<file path="src/rtl/assert_macros.svh">
// ---------------------------------------------------------------------------
// assertion helpers
// shared macros for the concurrent checks in the rtl folder
// ---------------------------------------------------------------------------
`ifndef ASSERT_MACROS_SVH
`define ASSERT_MACROS_SVH

// clocked property with reset held off
`define KCL_ASSERT(lbl, prop, msg) \
  lbl: assert property (@(posedge clk_i) disable iff (!rst_ni) (prop)) else $error(msg);

// condition that must never be seen
`define KCL_ASSERT_NEVER(lbl, cond, msg) \
  `KCL_ASSERT(lbl, !(cond), msg)

`endif

</file>
<file path="src/rtl/kcl_pkg.sv">
// ---------------------------------------------------------------------------
// keypad code lock package
// types, codes and reset constants shared by the lock controller modules
// ---------------------------------------------------------------------------
package kcl_pkg;

  localparam int unsigned POS_W = 4;

  // request kinds
  localparam logic [1:0] FUNC_KEY    = 2'd0;
  localparam logic [1:0] FUNC_SECOND = 2'd1;
  localparam logic [1:0] FUNC_LIGHT  = 2'd2;
  localparam logic [1:0] FUNC_TOUCH  = 2'd3;

  localparam logic [3:0] KEY_STAR = 4'd14;
  localparam logic [3:0] KEY_HASH = 4'd15;

  // configuration register indexes
  localparam logic [2:0] CFG_MASTER_CODE     = 3'd0;
  localparam logic [2:0] CFG_FAIL_LIMIT      = 3'd1;
  localparam logic [2:0] CFG_LOCKOUT_STEP    = 3'd2;
  localparam logic [2:0] CFG_LIGHT_TICKS     = 3'd3;
  localparam logic [2:0] CFG_TOUCH_THRESHOLD = 3'd4;

  localparam logic [39:0] MASTER_RESET    = 40'h20821997CD;
  localparam logic [7:0]  FAIL_LIMIT_RST  = 8'd5;
  localparam logic [3:0]  LOCK_STEP_RST   = 4'd5;
  localparam logic [7:0]  LIGHT_TICKS_RST = 8'd120;
  localparam logic [15:0] TOUCH_THR_RST   = 16'd15000;

  // phase codes as seen on the result
  localparam logic [2:0] PHC_IDLE    = 3'd0;
  localparam logic [2:0] PHC_UNLOCK  = 3'd1;
  localparam logic [2:0] PHC_CHECK   = 3'd2;
  localparam logic [2:0] PHC_NEW     = 3'd3;
  localparam logic [2:0] PHC_CONFIRM = 3'd4;
  localparam logic [2:0] PHC_LOCKED  = 3'd5;

  typedef enum logic [5:0] {
    PH_IDLE    = 6'b000001,
    PH_UNLOCK  = 6'b000010,
    PH_CHECK   = 6'b000100,
    PH_NEW     = 6'b001000,
    PH_CONFIRM = 6'b010000,
    PH_LOCKED  = 6'b100000
  } phase_e;

  typedef enum logic [2:0] {
    EV_NONE       = 3'd0,
    EV_OPENED     = 3'd1,
    EV_WRONG      = 3'd2,
    EV_CHANGED    = 3'd3,
    EV_DIFFER     = 3'd4,
    EV_LOCK_BEGIN = 3'd5,
    EV_LOCK_OVER  = 3'd6
  } event_e;

  typedef struct packed {
    logic [39:0] master_code;
    logic [7:0]  fail_limit;
    logic [3:0]  lockout_step;
    logic [7:0]  light_ticks;
    logic [15:0] touch_threshold;
  } cfg_t;

  typedef struct packed {
    logic [7:0]       failures;
    logic [11:0]      lockout_left;
    logic [POS_W-1:0] digits_entered;
    logic [2:0]       phase;
    logic             light_on;
    event_e           event_res;
  } res_t;

  function automatic logic [2:0] phase_code(phase_e ph);
    logic [2:0] code;
    case (ph)
      PH_IDLE:    code = PHC_IDLE;
      PH_UNLOCK:  code = PHC_UNLOCK;
      PH_CHECK:   code = PHC_CHECK;
      PH_NEW:     code = PHC_NEW;
      PH_CONFIRM: code = PHC_CONFIRM;
      PH_LOCKED:  code = PHC_LOCKED;
      default:    code = PHC_IDLE;
    endcase
    return code;
  endfunction

endpackage

</file>
<file path="src/rtl/kcl_cfg.sv">
// ---------------------------------------------------------------------------
// lock configuration registers
// holds master code, failure limit, lockout step, light timeout, threshold
// ---------------------------------------------------------------------------
module kcl_cfg import kcl_pkg::*; (
  input  logic        clk_i,
  input  logic        rst_ni,
  input  logic        cfg_valid_i,
  output logic        cfg_ready_o,
  input  logic [2:0]  cfg_index_i,
  input  logic [39:0] cfg_data_i,
  output cfg_t        cfg_o
);

  cfg_t cfg_q, cfg_d;

  assign cfg_ready_o = 1'b1;
  assign cfg_o       = cfg_q;

  always_comb begin
    cfg_d = cfg_q;
    if (cfg_valid_i) begin
      case (cfg_index_i)
        CFG_MASTER_CODE:     cfg_d.master_code     = cfg_data_i;
        CFG_FAIL_LIMIT:      cfg_d.fail_limit      = cfg_data_i[7:0];
        CFG_LOCKOUT_STEP:    cfg_d.lockout_step    = cfg_data_i[3:0];
        CFG_LIGHT_TICKS:     cfg_d.light_ticks     = cfg_data_i[7:0];
        CFG_TOUCH_THRESHOLD: cfg_d.touch_threshold = cfg_data_i[15:0];
        default: ;
      endcase
    end
  end

  always_ff @(posedge clk_i or negedge rst_ni) begin
    if (!rst_ni) begin
      cfg_q.master_code     <= MASTER_RESET;
      cfg_q.fail_limit      <= FAIL_LIMIT_RST;
      cfg_q.lockout_step    <= LOCK_STEP_RST;
      cfg_q.light_ticks     <= LIGHT_TICKS_RST;
      cfg_q.touch_threshold <= TOUCH_THR_RST;
    end else begin
      cfg_q <= cfg_d;
    end
  end

endmodule

</file>
<file path="src/rtl/kcl_core.sv">
// ---------------------------------------------------------------------------
// lock state core
// lock state registers and the single-pass update for one request
// ---------------------------------------------------------------------------
module kcl_core import kcl_pkg::*; #(
  parameter int unsigned CODE_LEN = 10
) (
  input  logic        clk_i,
  input  logic        rst_ni,
  input  logic        step_i,
  input  logic [1:0]  func_i,
  input  logic [3:0]  key_i,
  input  logic [15:0] level_i,
  input  cfg_t        cfg_i,
  output res_t        res_o
);

  localparam int unsigned CW = 4 * CODE_LEN;

  phase_e           phase_q, phase_d;
  logic [POS_W-1:0] pos_q, pos_d;
  logic [CW-1:0]    entry_q, entry_d;
  logic [CW-1:0]    first_q, first_d;
  logic [CW-1:0]    stored_q, stored_d;
  logic [7:0]       fail_q, fail_d;
  logic [11:0]      lock_q, lock_d;
  logic             light_q, light_d;
  logic [7:0]       timer_q, timer_d;

  logic             is_digit, done;
  logic [CW-1:0]    shifted, master_ext;
  logic [POS_W-1:0] pos_next;
  logic [7:0]       fail_inc;
  logic [11:0]      lock_dec;
  event_e           ev;

  // master code register is 40 bits; shorter codes use its low keys
  assign master_ext = CW'(cfg_i.master_code);
  assign is_digit   = (key_i != KEY_STAR) && (key_i != KEY_HASH);
  assign shifted    = (entry_q << 4) | CW'(key_i);
  assign done       = is_digit && (pos_q == POS_W'(CODE_LEN - 1));
  assign pos_next   = done ? '0 : pos_q + 1'b1;
  assign fail_inc   = (fail_q != 8'hFF) ? fail_q + 8'd1 : fail_q;
  assign lock_dec   = (lock_q != '0) ? lock_q - 12'd1 : lock_q;

  always_comb begin
    phase_d  = phase_q;
    pos_d    = pos_q;
    entry_d  = entry_q;
    first_d  = first_q;
    stored_d = stored_q;
    fail_d   = fail_q;
    lock_d   = lock_q;
    light_d  = light_q;
    timer_d  = timer_q;
    ev       = EV_NONE;

    case (func_i)
      FUNC_KEY: begin
        if (phase_q != PH_LOCKED) begin
          light_d = 1'b1;
          timer_d = '0;
          if (phase_q != PH_IDLE && is_digit) begin
            entry_d = shifted;
            pos_d   = pos_next;
          end
          case (phase_q)
            PH_IDLE: begin
              phase_d = (key_i == KEY_STAR) ? PH_CHECK : PH_UNLOCK;
              pos_d   = '0;
              entry_d = '0;
            end
            PH_UNLOCK: begin
              if (done) begin
                phase_d = PH_IDLE;
                if (shifted == stored_q) begin
                  fail_d = '0;
                  ev     = EV_OPENED;
                end else begin
                  fail_d = fail_inc;
                  ev     = EV_WRONG;
                  if (fail_inc > cfg_i.fail_limit && cfg_i.lockout_step != '0) begin
                    lock_d  = 12'(cfg_i.lockout_step) * 12'(fail_inc);
                    phase_d = PH_LOCKED;
                    ev      = EV_LOCK_BEGIN;
                  end
                end
              end
            end
            PH_CHECK: begin
              if (done) begin
                if (shifted == stored_q || shifted == master_ext) begin
                  phase_d = PH_NEW;
                  entry_d = '0;
                end else begin
                  phase_d = PH_IDLE;
                  ev      = EV_WRONG;
                end
              end
            end
            PH_NEW: begin
              if (done) begin
                first_d = shifted;
                entry_d = '0;
                phase_d = PH_CONFIRM;
              end
            end
            PH_CONFIRM: begin
              if (done) begin
                phase_d = PH_IDLE;
                if (shifted == first_q) begin
                  stored_d = shifted;
                  ev       = EV_CHANGED;
                end else begin
                  ev = EV_DIFFER;
                end
              end
            end
            default: ;
          endcase
        end
      end
      FUNC_SECOND: begin
        if (phase_q == PH_LOCKED) begin
          lock_d = lock_dec;
          if (lock_dec == '0) begin
            phase_d = PH_IDLE;
            ev      = EV_LOCK_OVER;
          end
        end
      end
      FUNC_LIGHT: begin
        if (light_q) begin
          if (timer_q > cfg_i.light_ticks) begin
            timer_d = '0;
            light_d = 1'b0;
          end else if (timer_q != 8'hFF) begin
            timer_d = timer_q + 8'd1;
          end
        end
      end
      FUNC_TOUCH: begin
        if (level_i < cfg_i.touch_threshold) begin
          phase_d = PH_IDLE;
          pos_d   = '0;
          entry_d = '0;
          lock_d  = '0;
          light_d = 1'b1;
          timer_d = '0;
          ev      = EV_OPENED;
        end
      end
      default: ;
    endcase
  end

  always_comb begin
    res_o.event_res      = ev;
    res_o.light_on       = light_d;
    res_o.phase          = phase_code(phase_d);
    res_o.digits_entered = pos_d;
    res_o.lockout_left   = lock_d;
    res_o.failures       = fail_d;
  end

  always_ff @(posedge clk_i or negedge rst_ni) begin
    if (!rst_ni) begin
      phase_q  <= PH_IDLE;
      pos_q    <= '0;
      entry_q  <= '0;
      first_q  <= '0;
      stored_q <= CW'(MASTER_RESET);
      fail_q   <= '0;
      lock_q   <= '0;
      light_q  <= 1'b0;
      timer_q  <= '0;
    end else if (step_i) begin
      phase_q  <= phase_d;
      pos_q    <= pos_d;
      entry_q  <= entry_d;
      first_q  <= first_d;
      stored_q <= stored_d;
      fail_q   <= fail_d;
      lock_q   <= lock_d;
      light_q  <= light_d;
      timer_q  <= timer_d;
    end
  end

endmodule

</file>
<file path="src/rtl/keypad_code_lock_controller.sv">
// ---------------------------------------------------------------------------
// keypad code lock controller
// datapath: a request is held in the input reg, then its result in the result reg
// throughput: 1 request per cycle while the result consumer keeps m_axis_tready high
// reset: rst_ni async low; idle phase, light off, counts cleared, default config
// ---------------------------------------------------------------------------
module keypad_code_lock_controller import kcl_pkg::*; #(
  parameter int unsigned CODE_LEN = 10
) (
  input  logic        clk_i,
  input  logic        rst_ni,
  // request stream
  input  logic        s_axis_tvalid,
  output logic        s_axis_tready,
  input  logic [23:0] s_axis_tdata,   // func[1:0], key_code[5:2], touch_level[21:6], zero pad
  // result stream
  output logic        m_axis_tvalid,
  input  logic        m_axis_tready,
  output logic [31:0] m_axis_tdata,   // event_res[2:0], light_on[3], phase[6:4],
                                      // digits_entered[10:7], lockout_left[22:11],
                                      // failures[30:23], zero pad
  // configuration writes
  input  logic        cfg_valid_i,
  output logic        cfg_ready_o,
  input  logic [2:0]  cfg_index_i,
  input  logic [39:0] cfg_data_i
);

`include "assert_macros.svh"

  cfg_t        cfg;
  res_t        res_next;

  // input register stage
  logic        in_valid_q, in_valid_d;
  logic [1:0]  in_func_q;
  logic [3:0]  in_key_q;
  logic [15:0] in_level_q;

  // result register stage
  logic        out_valid_q, out_valid_d;
  res_t        res_q;

  logic        out_free, advance;

  // the result slot frees when empty or when the consumer takes it; the
  // input stage drains into it in the same cycle, so both stay full at rate
  assign out_free      = !out_valid_q || m_axis_tready;
  assign advance       = in_valid_q && out_free;
  assign s_axis_tready = !in_valid_q || out_free;

  always_comb begin
    in_valid_d = in_valid_q;
    if (s_axis_tready) begin
      in_valid_d = s_axis_tvalid;
    end
    out_valid_d = out_valid_q;
    if (out_free) begin
      out_valid_d = in_valid_q;
    end
  end

  always_ff @(posedge clk_i or negedge rst_ni) begin
    if (!rst_ni) begin
      in_valid_q  <= 1'b0;
      out_valid_q <= 1'b0;
    end else begin
      in_valid_q  <= in_valid_d;
      out_valid_q <= out_valid_d;
    end
  end

  // payload registers, no reset needed
  always_ff @(posedge clk_i) begin
    if (s_axis_tready && s_axis_tvalid) begin
      in_func_q  <= s_axis_tdata[1:0];
      in_key_q   <= s_axis_tdata[5:2];
      in_level_q <= s_axis_tdata[21:6];
    end
    if (advance) begin
      res_q <= res_next;
    end
  end

  kcl_cfg u_cfg (
    .clk_i       (clk_i),
    .rst_ni      (rst_ni),
    .cfg_valid_i (cfg_valid_i),
    .cfg_ready_o (cfg_ready_o),
    .cfg_index_i (cfg_index_i),
    .cfg_data_i  (cfg_data_i),
    .cfg_o       (cfg)
  );

  // state commits only when the request moves into the result register
  kcl_core #(
    .CODE_LEN (CODE_LEN)
  ) u_core (
    .clk_i   (clk_i),
    .rst_ni  (rst_ni),
    .step_i  (advance),
    .func_i  (in_func_q),
    .key_i   (in_key_q),
    .level_i (in_level_q),
    .cfg_i   (cfg),
    .res_o   (res_next)
  );

  assign m_axis_tvalid = out_valid_q;
  assign m_axis_tdata  = {1'b0, res_q.failures, res_q.lockout_left, res_q.digits_entered,
                          res_q.phase, res_q.light_on, res_q.event_res};

  // a new result only appears after a request sat in the input stage
  `KCL_ASSERT(a_result_from_input, $rose(out_valid_q) |-> $past(in_valid_q), "result without request")
  // a free result slot must never stall the request side
  `KCL_ASSERT(a_ready_when_free, out_free |-> s_axis_tready, "request side stalled needlessly")
  // gathered key count stays below the code length
  `KCL_ASSERT(a_digits_range, out_valid_q |-> ({1'b0, res_q.digits_entered} < 5'(CODE_LEN)), "digit count overflow")
  // a locked phase always carries remaining lockout time
  `KCL_ASSERT_NEVER(a_locked_time, out_valid_q && res_q.phase == PHC_LOCKED && res_q.lockout_left == '0, "locked with no time left")

endmodule

</file>
<file path="config.mk">
export PLATFORM = sky130hd
export DESIGN_NAME = keypad_code_lock_controller
export DESIGN_NICKNAME = d
export VERILOG_FILES = /design/src/rtl/kcl_pkg.sv /design/src/rtl/kcl_cfg.sv /design/src/rtl/kcl_core.sv /design/src/rtl/keypad_code_lock_controller.sv
export VERILOG_INCLUDE_DIRS = /design/src /design/src/rtl
export SDC_FILE = /design/constraint.sdc
export NUM_CORES = 1
export LEC_CHECK = 0
export BUFFER_PORTS_ARGS = -buffer_cell sky130_fd_sc_hd__buf_2
export CAP_MARGIN = 10
export CORE_MARGIN = 1
export CORE_UTILIZATION = 30
export CTS_CLUSTER_DIAMETER = 100
export DETAILED_ROUTE_END_ITERATION = 10
export GPL_ROUTABILITY_DRIVEN = 0
export GPL_TIMING_DRIVEN = 1
export PLACE_DENSITY = 0.56
export SLEW_MARGIN = 40
export SYNTH_ARGS = -nofsm -noshare
export SYNTH_HDL_FRONTEND = slang
export SYNTH_SLANG_ARGS = --single-unit
</file>
<file path="constraint.sdc">
create_clock -name clk_i -period 15.5 [get_ports clk_i]
set_input_delay 2.325 -clock clk_i [delete_from_list [all_inputs] [get_ports clk_i]]
set_output_delay 2.325 -clock clk_i [all_outputs]
set_load 0.1 [all_outputs]
</file>
# Yosys cells after proc, flatten, opt, wreduce, memory -nomap -nowiden
# Cells that the tools add are included.
dict set report op_classes {
  addsub 4
  mul 1
  div 0
  n_lt_le_gt_ge 3
  n_eq_ne 33
  shifts 0
  muxes 68
  bitwise 1
  reduce_logical 27
}
# operator n
set op_table {}
lappend op_table {{two-way mux 40 bit} 6}
lappend op_table {{equality test 40 bit} 3}
lappend op_table {{case mux 40 bit (3 select lines)} 1}
lappend op_table {{two-way mux 12 bit} 8}
lappend op_table {{two-way mux 8 bit} 11}
lappend op_table {{case mux 40 bit (2 select lines)} 1}
lappend op_table {{two-way mux 6 bit} 10}
lappend op_table {{bitwise OR 40 x 4 -> 40 bit} 1}
lappend op_table {{case mux 12 bit (3 select lines)} 1}
lappend op_table {{two-way mux 3 bit} 10}
lappend op_table {{case mux 6 bit (5 select lines)} 1}
lappend op_table {{two-way mux 4 bit} 6}
lappend op_table {{case mux 8 bit (3 select lines)} 1}
lappend op_table {{case mux 3 bit (3 select lines)} 2}
lappend op_table {{case mux 6 bit (3 select lines)} 1}
lappend op_table {{adder 8 x 1 -> 8 bit (second input constant)} 2}
lappend op_table {{> comparator 8 bit} 2}
lappend op_table {{less-than comparator 16 bit} 1}
lappend op_table {{!= test 8 bit (second input constant)} 2}
lappend op_table {{case mux 3 bit (5 select lines)} 1}
lappend op_table {{equality test 6 x 2 -> 1 bit (second input constant)} 2}
lappend op_table {{equality test 6 x 3 -> 1 bit (second input constant)} 2}
lappend op_table {{equality test 6 x 4 -> 1 bit (second input constant)} 2}
lappend op_table {{equality test 6 x 5 -> 1 bit (second input constant)} 2}
lappend op_table {{other kinds (34)} 58}
dict set report totals {
  regBits 290
  latchBits 0
  mem_bits_rw 0
  mem_bits_ro 0
  output_inout_bits 35
  elab_cells 162
  n_memories 0
}

# Longest topological paths before layout
dict set report depth {
  word_depth 12
  mapped_depth 20
}

# Modules after synthesis
# Synthesis repeated with hierarchy kept, for this count alone.
dict set report hier_totals {
  cells_unflattened 1478
  hier_area_um2 15901.5
}
# mod instances cells_each area_per_inst_um2 seq_area_each_um2
set modules_own_cells {}
lappend modules_own_cells {kcl_core 1 1249 11255.8 3900.0}
lappend modules_own_cells {kcl_cfg 1 166 2939.1 1940.6}
lappend modules_own_cells {keypad_code_lock_controller 1 63 1706.6 1641.6}

# Worst setup path after synthesis
# Ideal clock, no wire load.
dict set report synth_timing {
  path_type {input to output}
  start {in m_axis_tready}
  end {out s_axis_tready}
  arrival_ps 3147
  required_ps 13175
  setup_slack_ps 10028
  path_stages 1
  path_buffers 0
  cell_sequence {nand3b_1}
}
dict set report synth_between {
  elab_chain_len 2
}
# item line_no
set synth_rtl {}
lappend synth_rtl {{start, declared} keypad_code_lock_controller.sv:18} ;# input logic m_axis_tready,
lappend synth_rtl {{logical OR 1 bit} keypad_code_lock_controller.sv:48} ;# assign out_free = !out_valid_q || m_axis_tready;
lappend synth_rtl {{logical OR 1 bit} keypad_code_lock_controller.sv:50} ;# assign s_axis_tready = !in_valid_q || out_free;
lappend synth_rtl {{end, declared} keypad_code_lock_controller.sv:14} ;# output logic s_axis_tready,
# Every way passes these cells.

==> summary.txt <==
Max Clock Freq - 0.1791 GHz
CP endpoint kind - flip-flop
Pwr Density - 120.9 nW/um^2
antenna cells - 0
commonest non-fill, non-tap cell in the layout - dfrtp_1
Layout area overhead - 14.44%
hold-fix buffers at CTS - 0
Die ar. - 53830 um^2
WP data arrival - 5.84 ns
CTS Buffer Depth - 3
largest area contributor in the netlist - dfrtp_1
Static Leak - 0.008173 uW
Post-CTS Setup Inserts - 0
Max FO, Critical Path - 8
Flop pwr share - 43.4%
DR vias - 11210
DRC violations left - 0
Yosys reg bits - 286
period utilisation layout - 36.02%
DR iter-0 viols - 789
final setup vio count - 0
CTS tree - done
DR pass1 iterations - 5
crit path kind - flip-flop to flip-flop
Yosys cell types - 77
Main synth FF type - dfrtp_1
Post-CTS Resized - 0
Worst EP required - 15.75 ns
first-pass GRT wire length - 63.54 mm
largest net degree at the start of global routing - 100
syn nets - 1614
max cap viols - 0
Post-synth ARST share - 81.47%
Root Buffer - clkbuf_16
# rows - 83
Sw Ratio - 31.42%
top area cells in the synthesized netlist - dfrtp_1 (29%), edfxtp_1 (10%), mux2_2 (9.7%)
Initial Util - 30.63%
Seq/Total Area, Yosys - 47.14%
number of global-route vias before repair - 11410
HPWL Detailed - 27.89 mm
Total GRT Usage - 15.04%
Mean Syn Cell Area - 10.78 um^2
ANT nets after route - 0
Final Instance Area - 18160 um^2
grt ovf - 0
net switching power of the design - 690.1 uW
final setup skew - 0.02269 ns
clock power share - 37.5%
Hold Fails Final Rpt - 0
I/O Pins - 107
Relative slew margins - 43.15%
Core Box Area - 51820 um^2
launching element type of the critical path - flip-flop
ratio of cells with drive above 1 in the final layout - 24.35%
YS warnings - 0
unrepaired setup endpoints after global routing - false
pin slew with the least headroom to its limit - 0.8449 ns
H-tree depth - 2
drt wl/cell - 17.71 um
CTS sink cnt - 286
class of the worst hold path - flip-flop to flip-flop
Worst-path clk slew - 0.05 ns
die width - 232.0 um
most frequent cells in the layout - dfrtp_1 (185), mux2_2 (137), nand2_1 (105)
Peak supply drop - 0.00008373 V
number of buffers created by CTS - 36
Final min period - 5.583 ns
Placement Cell Area - 16960 um^2
Slew Limit Fails - 0
setup_tns - 0 ns
fin nets - 1663
number of buffers added on ports - 102
cell-internal power - 1506 uW
Cell Area, Synth - 15870 um^2
vias per cell - 5.030
Die Ht - 232.0 um
combinational share of power - 19.1%
Total Wirelength - 39.46 mm
Yosys top cell area share - 29.17%
filler cell count - 5188
Skew-Pair Late Insertion Delay - 0.55 ns
status - finished clean
Gate Count Post-Synth - 1472
Post-synth EDFFs - 53
initial antenna violation count - 0
## layout make-up
| class | count | area, um^2 | share of cell area (%) |
|---|---|---|---|
| multi-input combinational | 1005 | 7734 | 42.58 |
| timing repair buffer | 115 | 648.1 | 3.568 |
| sequential | 286 | 7482 | 41.19 |
| clock inverter | 21 | 177.7 | 0.9782 |
| clock buffer | 44 | 982.2 | 5.407 |
| inverter | 77 | 289.0 | 1.591 |
| tap | 680 | 850.8 | 4.684 |
## critical path, stage by stage, from the launching register on
cell and delay [ns]:
dfrtp_1 0.42, ha_1 0.21, and3_1 0.20, and3_1 0.22, nand3_1 0.27, and3_1 0.29
xnor2_1 0.38, nor2b_1 0.13, fa_1 0.54, inv_1 0.05, fa_1 0.48, inv_1 0.04
ha_1 0.31, a21oi_1 0.22, o21ai_0 0.16, a2111oi_1 0.64, or3_1 0.20, a21oi_1 0.09
o21ai_0 0.26, o21ai_0 0.17
## final timing paths
check,to,start,cells past startpoint,slack [ns]
max,m_axis_tdata[20]$_DFFE_PP_,u_core.fail_q[0]$_DFFE_PN0P_,19,9.92
min,m_axis_tvalid$_DFFE_PN0P_,in_valid_q$_DFFE_PN0N_,1,0.49
max reg2reg,m_axis_tdata[20]$_DFFE_PP_,u_core.fail_q[0]$_DFFE_PN0P_,19,9.92
min reg2reg,m_axis_tvalid$_DFFE_PN0P_,in_valid_q$_DFFE_PN0N_,1,0.49
max in group asynchronous,u_core.first_q[2]$_DFFE_PN0P_,rst_ni,3,12.37
min in group asynchronous,u_core.first_q[27]$_DFFE_PN0P_,rst_ni,1,1.62
## metrics by stage
step | cells | setup WS [ns] | hold slack [ns] | util [%] | power (uW)
2_1_floorplan | 1472 | 10.03 | 0.4572 | - | 1242
3_3_place_gp | 2162 | 9.810 | 0.4720 | 32.70 | 1376
6_report | 2228 | 9.917 | 0.4895 | 35.05 | 2196
3_5_place_dp | 2162 | 9.862 | 0.4837 | 32.72 | 1386
4_1_cts | 2227 | 9.852 | 0.4997 | 34.96 | 2224
5_1_grt | 2228 | 9.354 | 0.5177 | 35.05 | 2300
## synthesized netlist by cell type (5+ instances only)
master / number
fa_1: 12
nor2_1: 82
nor4_1: 25
nand3_1: 28
o41ai_1: 5
or3_1: 12
a21o_1: 18
o21a_1: 11
nor2b_1: 15
o21ai_0: 57
nor3b_1: 5
o31ai_1: 15
o211ai_1: 5
a22o_1: 12
nand2_1: 105
mux2_2: 137
o21ai_1: 8
edfxtp_1: 53
mux2_1: 6
buf_2: 7
and2_1: 14
xor2_1: 66
and3_1: 12
dfstp_2: 48
nand4b_1: 5
o22ai_1: 5
dfrtp_1: 185
nor3_1: 24
nand2b_1: 14
a211oi_1: 6
clkbuf_1: 89
or4_1: 9
inv_1: 77
xnor2_1: 70
ha_1: 58
mux2i_1: 40
nand4_1: 31
a21oi_1: 36
## sequential cells by signal, indices dropped and copies added (netlist names), 2 cells and up
register and cells:
in_func_q 2, in_key_q 4, in_level_q 16, m_axis_tdata 31, u_cfg.cfg_o 76, u_core.entry_q 36
u_core.fail_q 8, u_core.first_q 40, u_core.lock_q 12, u_core.phase_q 6, u_core.pos_q 4, u_core.stored_q 40
u_core.timer_q 8
## layer usage
layer / vias to the layer above / wire, um / track usage, %
met2: 262 / 18770 / 24.87
met5: - / 0 / 0
met4: 0 / 1072 / 5.284
met3: 72 / 1599 / 2.075
met1: 5604 / 18020 / 20.03
li1: 5268 / - / -
## cells by family (layout without fill, tap and decap cells)
family / Yosys count / after routing / share of synthesized area [%]
flops: 286 / 286 / 47.14
compound gates: 215 / 215 / 9.263
simple gates: 399 / 399 / 12.83
fa+ha+maj: 70 / 70 / 6.086
other cells: 2 / 2 / 0.04732
buf+inv: 181 / 257 / 4.454
mux: 183 / 183 / 12.67
xor+xnor: 136 / 136 / 7.505
## power groups by stage
stage	clock network (uW)	logic [uW]	registers, uW
final	823	421	953
after global routing	871	464	964
after CTS	848	422	954
after detailed placement	0	419	967
after global placement	0	411	965
after floorplan	0	299	944
No activity file was read; power rests on OpenSTA's default activity.
